===== src/rtl/utf8dc_pkg.sv =====
// Types, constants and decode functions of the UTF-8 character decoder.
// Used by the interfaces, the lead classifier, the top level and the checker.
`timescale 1ns / 1ps

package utf8dc_pkg;

  localparam int unsigned WIN_BYTES = 6;
  localparam int unsigned LEN_W     = 3;
  localparam int unsigned CP_W      = 31;
  localparam int unsigned CLASS_W   = 2;

  localparam logic [CLASS_W-1:0] CLS_LETTER = 2'd0;
  localparam logic [CLASS_W-1:0] CLS_OTHER  = 2'd1;
  localparam logic [CLASS_W-1:0] CLS_MULTI  = 2'd2;
  localparam logic [CLASS_W-1:0] CLS_BAD    = 2'd3;

  localparam logic [LEN_W-1:0] LEN_BAD = 3'd0;
  localparam logic [LEN_W-1:0] LEN_1   = 3'd1;
  localparam logic [LEN_W-1:0] LEN_2   = 3'd2;
  localparam logic [LEN_W-1:0] LEN_3   = 3'd3;
  localparam logic [LEN_W-1:0] LEN_4   = 3'd4;
  localparam logic [LEN_W-1:0] LEN_5   = 3'd5;
  localparam logic [LEN_W-1:0] LEN_6   = 3'd6;

  typedef logic [WIN_BYTES-1:0][7:0] window_t;

  typedef struct packed {
    logic [LEN_W-1:0]     len;
    logic [WIN_BYTES-2:0] cont_ok;
    logic                 letter;
  } lead_info_t;

  function automatic logic [LEN_W-1:0] lead_len(input logic [7:0] b);
    logic [LEN_W-1:0] len;
    unique case (b) inside
      [8'h00:8'h7F]: len = LEN_1;
      [8'hC0:8'hDF]: len = LEN_2;
      [8'hE0:8'hEF]: len = LEN_3;
      [8'hF0:8'hF4]: len = LEN_4;
      [8'hF8:8'hFB]: len = LEN_5;
      [8'hFC:8'hFD]: len = LEN_6;
      default:       len = LEN_BAD;
    endcase
    return len;
  endfunction

  function automatic logic [CP_W-1:0] assemble_cp(input logic [LEN_W-1:0] len,
                                                   input window_t w);
    logic [CP_W-1:0] cp;
    unique case (len)
      LEN_1: cp = {23'd0, w[0]};
      LEN_2: cp = {20'd0, w[0][4:0], w[1][5:0]};
      LEN_3: cp = {15'd0, w[0][3:0], w[1][5:0], w[2][5:0]};
      LEN_4: cp = {10'd0, w[0][2:0], w[1][5:0], w[2][5:0], w[3][5:0]};
      LEN_5: cp = {5'd0, w[0][1:0], w[1][5:0], w[2][5:0], w[3][5:0], w[4][5:0]};
      LEN_6: cp = {w[0][0], w[1][5:0], w[2][5:0], w[3][5:0], w[4][5:0], w[5][5:0]};
      default: cp = '0;
    endcase
    return cp;
  endfunction

endpackage


===== src/rtl/utf8dc_if.sv =====
// Valid/ready channels of the UTF-8 decoder: six-byte window in, decoded character out.
// Depends on utf8dc_pkg for field widths.
`timescale 1ns / 1ps

interface utf8dc_in_if;
  logic       valid;
  logic       ready;
  logic [7:0] byte0;
  logic [7:0] byte1;
  logic [7:0] byte2;
  logic [7:0] byte3;
  logic [7:0] byte4;
  logic [7:0] byte5;

  modport source (output valid, byte0, byte1, byte2, byte3, byte4, byte5, input ready);
  modport sink   (input valid, byte0, byte1, byte2, byte3, byte4, byte5, output ready);
endinterface

interface utf8dc_out_if;
  logic                            valid;
  logic                            ready;
  logic [utf8dc_pkg::LEN_W-1:0]    char_length;
  logic [utf8dc_pkg::CP_W-1:0]     codepoint;
  logic [utf8dc_pkg::CLASS_W-1:0]  char_class;

  modport source (output valid, char_length, codepoint, char_class, input ready);
  modport sink   (input valid, char_length, codepoint, char_class, output ready);
endinterface


===== src/rtl/utf8_char_decode_classify.sv =====
// Top level of the UTF-8 character decoder: three-stage pipeline with stall control.
// Depends on utf8dc_pkg, utf8dc_if and utf8dc_classify.
`timescale 1ns / 1ps

// Decodes one six-byte text window per cycle into a character length (1..6, 0 when
// malformed), a 31-bit code value and a class. Three register stages: lead byte
// classification, continuation validation, code value assembly into the output
// register. A window passes through the s1, s2 and s3 registers to the output, and one
// window is taken every cycle while the output side takes results. Ready on the
// input follows the stage valid bits, so a stall on the output fills the three
// stages before the input stops.
module utf8_char_decode_classify (
  input logic               clk,
  input logic               rst,
  utf8dc_in_if.sink         in_chan,
  utf8dc_out_if.source      out_chan
);

  utf8dc_pkg::window_t    in_win;
  utf8dc_pkg::lead_info_t in_info;

  logic                   s1_valid;
  utf8dc_pkg::window_t    s1_win;
  utf8dc_pkg::lead_info_t s1_info;

  logic                                s2_valid;
  utf8dc_pkg::window_t                 s2_win;
  logic [utf8dc_pkg::LEN_W-1:0]        s2_len;
  logic [utf8dc_pkg::CLASS_W-1:0]      s2_class;
  logic [utf8dc_pkg::LEN_W-1:0]        s2_len_next;
  logic [utf8dc_pkg::CLASS_W-1:0]      s2_class_next;

  logic                                s3_valid;
  logic [utf8dc_pkg::LEN_W-1:0]        s3_len;
  logic [utf8dc_pkg::CP_W-1:0]         s3_cp;
  logic [utf8dc_pkg::CLASS_W-1:0]      s3_class;

  logic adv1;
  logic adv2;
  logic adv3;
  logic conts_ok;

  assign in_win = {in_chan.byte5, in_chan.byte4, in_chan.byte3,
                   in_chan.byte2, in_chan.byte1, in_chan.byte0};

  utf8dc_classify u_classify (
    .window (in_win),
    .info   (in_info)
  );

  assign adv3 = !s3_valid || out_chan.ready;
  assign adv2 = !s2_valid || adv3;
  assign adv1 = !s1_valid || adv2;
  assign in_chan.ready = adv1;

  always_comb begin
    case (s1_info.len)
      utf8dc_pkg::LEN_1: conts_ok = 1'b1;
      utf8dc_pkg::LEN_2: conts_ok = s1_info.cont_ok[0];
      utf8dc_pkg::LEN_3: conts_ok = &s1_info.cont_ok[1:0];
      utf8dc_pkg::LEN_4: conts_ok = &s1_info.cont_ok[2:0];
      utf8dc_pkg::LEN_5: conts_ok = &s1_info.cont_ok[3:0];
      utf8dc_pkg::LEN_6: conts_ok = &s1_info.cont_ok[4:0];
      default:           conts_ok = 1'b0;
    endcase
  end

  always_comb begin
    s2_len_next = conts_ok ? s1_info.len : utf8dc_pkg::LEN_BAD;
    if (!conts_ok) begin
      s2_class_next = utf8dc_pkg::CLS_BAD;
    end else if (s1_info.len == utf8dc_pkg::LEN_1) begin
      s2_class_next = s1_info.letter ? utf8dc_pkg::CLS_LETTER : utf8dc_pkg::CLS_OTHER;
    end else begin
      s2_class_next = utf8dc_pkg::CLS_MULTI;
    end
  end

  always_ff @(posedge clk) begin
    if (rst) begin
      s1_valid <= 1'b0;
      s2_valid <= 1'b0;
      s3_valid <= 1'b0;
    end else begin
      if (adv1) s1_valid <= in_chan.valid;
      if (adv2) s2_valid <= s1_valid;
      if (adv3) s3_valid <= s2_valid;
    end
  end

  always_ff @(posedge clk) begin
    if (adv1) begin
      s1_win  <= in_win;
      s1_info <= in_info;
    end
    if (adv2) begin
      s2_win   <= s1_win;
      s2_len   <= s2_len_next;
      s2_class <= s2_class_next;
    end
    if (adv3) begin
      s3_len   <= s2_len;
      s3_cp    <= utf8dc_pkg::assemble_cp(s2_len, s2_win);
      s3_class <= s2_class;
    end
  end

  assign out_chan.valid       = s3_valid;
  assign out_chan.char_length = s3_len;
  assign out_chan.codepoint   = s3_cp;
  assign out_chan.char_class  = s3_class;

endmodule


===== src/rtl/utf8dc_classify.sv =====
// Lead byte classification: length, continuation byte checks, ASCII letter flag.
// Depends on utf8dc_pkg.
`timescale 1ns / 1ps

module utf8dc_classify (
  input  utf8dc_pkg::window_t    window,
  output utf8dc_pkg::lead_info_t info
);

  always_comb begin
    info.len    = utf8dc_pkg::lead_len(window[0]);
    info.letter = ((window[0] >= 8'h41) && (window[0] <= 8'h5A)) ||
                  ((window[0] >= 8'h61) && (window[0] <= 8'h7A));
    for (int k = 1; k < utf8dc_pkg::WIN_BYTES; k++) begin
      info.cont_ok[k-1] = (window[k][7:6] == 2'b10);
    end
  end

endmodule


===== src/flat_wrapper.sv =====
// flat-port wrapper written by rule: the top's interface ports become plain ports
module utf8_char_decode_classify_flat 
  (clk, rst, in_chan_valid, in_chan_byte0, in_chan_byte1, in_chan_byte2, in_chan_byte3, in_chan_byte4, in_chan_byte5, in_chan_ready, out_chan_valid, out_chan_char_length, out_chan_codepoint, out_chan_char_class, out_chan_ready);
  utf8dc_in_if in_chan_i ();
  utf8dc_out_if out_chan_i ();
  input logic clk;
  input logic rst;
  input wire logic [$bits(in_chan_i.valid)-1:0] in_chan_valid;
  input wire logic [$bits(in_chan_i.byte0)-1:0] in_chan_byte0;
  input wire logic [$bits(in_chan_i.byte1)-1:0] in_chan_byte1;
  input wire logic [$bits(in_chan_i.byte2)-1:0] in_chan_byte2;
  input wire logic [$bits(in_chan_i.byte3)-1:0] in_chan_byte3;
  input wire logic [$bits(in_chan_i.byte4)-1:0] in_chan_byte4;
  input wire logic [$bits(in_chan_i.byte5)-1:0] in_chan_byte5;
  output wire logic [$bits(in_chan_i.ready)-1:0] in_chan_ready;
  output wire logic [$bits(out_chan_i.valid)-1:0] out_chan_valid;
  output wire logic [$bits(out_chan_i.char_length)-1:0] out_chan_char_length;
  output wire logic [$bits(out_chan_i.codepoint)-1:0] out_chan_codepoint;
  output wire logic [$bits(out_chan_i.char_class)-1:0] out_chan_char_class;
  input wire logic [$bits(out_chan_i.ready)-1:0] out_chan_ready;
  assign in_chan_i.valid = in_chan_valid;
  assign in_chan_i.byte0 = in_chan_byte0;
  assign in_chan_i.byte1 = in_chan_byte1;
  assign in_chan_i.byte2 = in_chan_byte2;
  assign in_chan_i.byte3 = in_chan_byte3;
  assign in_chan_i.byte4 = in_chan_byte4;
  assign in_chan_i.byte5 = in_chan_byte5;
  assign in_chan_ready = in_chan_i.ready;
  assign out_chan_valid = out_chan_i.valid;
  assign out_chan_char_length = out_chan_i.char_length;
  assign out_chan_codepoint = out_chan_i.codepoint;
  assign out_chan_char_class = out_chan_i.char_class;
  assign out_chan_i.ready = out_chan_ready;
  utf8_char_decode_classify u_core (.clk(clk), .rst(rst), .in_chan(in_chan_i), .out_chan(out_chan_i));
endmodule

===== config.mk =====
export PLATFORM = sky130hd
export DESIGN_NAME = utf8_char_decode_classify_flat
export DESIGN_NICKNAME = d
export VERILOG_FILES = /design/src/rtl/utf8dc_pkg.sv /design/src/rtl/utf8dc_if.sv /design/src/rtl/utf8_char_decode_classify.sv /design/src/rtl/utf8dc_classify.sv /design/src/flat_wrapper.sv
export SDC_FILE = /design/constraint.sdc
export NUM_CORES = 1
export LEC_CHECK = 0
export BUFFER_PORTS_ARGS = -buffer_cell sky130_fd_sc_hd__buf_2
export CORE_ASPECT_RATIO = 0.8
export CORE_MARGIN = 5
export CORE_UTILIZATION = 33
export CTS_CLUSTER_DIAMETER = 150
export DETAILED_ROUTE_END_ITERATION = 10
export SLEW_MARGIN = 5
export SYNTH_ARGS = -nofsm -noshare
export SYNTH_HDL_FRONTEND = slang
export SYNTH_HIERARCHICAL = 1
export SYNTH_SLANG_ARGS = --single-unit

===== constraint.sdc =====
create_clock -name clk -period 6 [get_ports clk]
set_clock_uncertainty 0.2 [all_clocks]
set_input_delay 0.9 -clock clk [delete_from_list [all_inputs] [get_ports clk]]
set_output_delay 0.9 -clock clk [all_outputs]
set_load 0.02 [all_outputs]

==> reports/qor.yml <==
run_status: "finished, final reports clean"
timing.final.ws_setup_ns: 2.82
period_needed_ns: 3.18
die_y_um: 122
synth_fa_ha_area_share_pct: 0
grt_max_degree: 52
hold_ws_ns: 0.210
r2r-start: "u_core/s2_len[1]"
holdPathEnd: "u_core/s2_win[8]"
yosysWarnings: 6
hp-start: "u_core/s1_win[8]"
vias: 3072
drc: 0
clock-root-buffer: "clkbuf_16"
final_layout_size_suffix_gt1_share_pct: 30.1
hp-class: "flop to flop"
yosysTopAreaCell: "edfxtp_1"
vdd_drop_max_mv: 0.223
p_leak_nw: 2.57
path_class: "primary input to output port"
place_congestion: 0.796
worstPathMaxFanout: 48
finish.utilization_pct: 41.0
yosysMostFrequentCell: "edfxtp_1"
io_pins: 90
holdPathStages: 0
gr-usage-all-layers_pct: 11.8
synthCells: 346
pre_cts_slack_ns: 2.78
vias_per_cell: 4.59
clk_latency_ns: 0.41
wire_per_inst_um: 15.6
num_rows: 41
drv_cap: 0
final_nets: 494
cp-end-kind: "output port"
dr.pass1.iters: 5
wl_um: 10400
r2r-end: "u_core/out_chan.codepoint[9]"
setup_viol: 0
die-area_sq_um: 18400
synth_top_area_share_pct: 72.7
core_sq_um: 15600
port_buffers: 89
drtAntennaViolNets: 0
synth_top_family_by_area: "simple AND/OR/NAND/NOR gates"
initial_core_util_pct: 33.3
n_antenna_cell: 0
antenna_found_initial: 0
synth.area.mux_share_pct: 3.27
overflow: 0
synthTopCellsByArea: "edfxtp_1 73%, mux2i_1 2.7%, nor2b_1 2.4%"
synth-compound-area-share_pct: 9.69
tns_ns: 0
finalHoldViolCount: 0
first_global_vias: 3104
rsz0062_at_grt: "no"
dp_hpwl_um: 7000
ys_top_cells_by_count: "126 x edfxtp_1, 24 x nand2_1, 22 x a21oi_1"
slew_viol_final: 0
cts_tree: "yes"
worstPathRequired_ns: 4.90
drtIter0Drc: 197
cts_sinks: 129
yosys.area_share.simple_pct: 9.83
cp-start-kind: "primary input"
grt_pass1_wl_um: 16400
worst_pin_slew_ns: 0.760
post_cts_buffers: 0
ys.flop_type: "edfxtp_1"
ys_types: 47
clockBufferDepth: 2
nFillCells: 1464
hold_buffers: 0
async_flop_share_pct: 0
htreeDepth: 4
die_x_um: 150
crit_arrival_ns: 2.08
synth-xor-area-share_pct: 0
clk_transition_reported_paths_ns: 0.06
r2r_slack_ns: 3.89
syn_avg_cell_area_sq_um: 15.0
synth_seq_cells: 129
post_cts.resized_instances: 0
seq_area_frac_synth_pct: 73.8
synth_edf_count: 126
powerDensity_nw_per_um2: 339
syn-cell-area_sq_um: 5200
syn_nets: 398
relSlewSlack_pct: 49.2
areaGrowthSynthToFinish_pct: 23.2
period_share_pct: 53.0
cts_made_buffers: 17
r2r_cells: 4
fmax_mhz: 314
-- registers in the layout, summed over array words and instances (netlist names) --
register                     flops
u_core/out_chan.char_class       2
u_core/out_chan.char_length      3
u_core/out_chan.codepoint       31
u_core/out_chan.valid            1
u_core/s1_info                   9
u_core/s1_valid                  1
u_core/s1_win                   38
u_core/s2_class                  2
u_core/s2_len                    3
u_core/s2_valid                  1
u_core/s2_win                   38
-- cells by family (layout without fill, tap and decap cells) --
group                  Yosys count  after routing
multiplexers                    16             16
buffers and inverters           30            139
AND/OR/NAND/NOR                 93             93
flip-flops                     129            129
AO/OA/AOI/OAI                   78             78
-- power by group --
group / total (mW) / switching, mW / leakage (nW) / internal (mW)
clock: 0.998 / 0.355 / 0.282 / 0.642
sequential: 1.06 / 0.0221 / 1.41 / 1.04
combinational: 0.120 / 0.0700 / 0.878 / 0.0502
total: 2.18 / 0.447 / 2.57 / 1.73
-- area by class of cell --
cell class                 count  area (sq um)  area share, %
sequential                   129          3840           59.9
multi-input combinational    187          1190           18.5
timing repair buffer          95           490           7.65
clock buffer                  18           429           6.69
tap                          215           269           4.20
clock inverter                14           146           2.28
inverter                      12          45.0          0.702
-- placed cells by master, fill, tap and decap left out, types with 6 or more instances in the layout --
cell | netlist | final
and2_1 | 6 | 6
nor2_1 | 14 | 14
clkbuf_16 | 0 | 17
clkinv_2 | 0 | 6
nand3b_1 | 6 | 6
inv_1 | 10 | 10
edfxtp_1 | 126 | 126
nor2b_1 | 20 | 20
nand2_1 | 24 | 23
mux2i_1 | 14 | 14
and3_1 | 8 | 8
o21ai_1 | 18 | 18
a21oi_1 | 22 | 22
buf_2 | 8 | 89
buf_4 | 3 | 6
a22oi_1 | 8 | 8
-- per-layer routing --
metal  global-route usage [%]  part of all wire (%)  vias up  wire [um]
met5                        0                     0        -          0
met4                     4.29                   1.3        0        135
met3                     3.99                   9.5       12        987
met2                     17.3                    44      129       4570
met1                     16.4                    45     1434       4730
li1                         -                     -     1497          -
-- worst max-delay path by stage --
stage / endpoint / cells after the start / from / slack [ns]
finish: in_chan_ready / 6 / out_chan_ready / 2.82
global route: in_chan_ready / 6 / out_chan_ready / 2.71
CTS: in_chan_ready / 6 / out_chan_ready / 2.77
detailed placement: in_chan_ready / 6 / out_chan_ready / 2.78
global placement: in_chan_ready / 6 / out_chan_ready / 2.82
floorplan: in_chan_ready / 3 / out_chan_ready / 2.64
-- stage by stage --
stage / total power [mW] / cells / cell area (sq um)
finish: 2.18 / 670 / 6410
global route: 2.26 / 670 / 6410
CTS: 2.20 / 670 / 6410
detailed placement: 1.20 / 638 / 5840
global placement: 1.19 / 638 / 5840
floorplan: 1.15 / 346 / 5200
-- critical path: stages --
cell and delay (ns):
buf_2 0.07, nor2b_1 0.05, and2_1 0.20, nand2_2 0.07, buf_4 0.49, buf_2 0.28
Note: power is estimated with default switching activity, not from simulation.
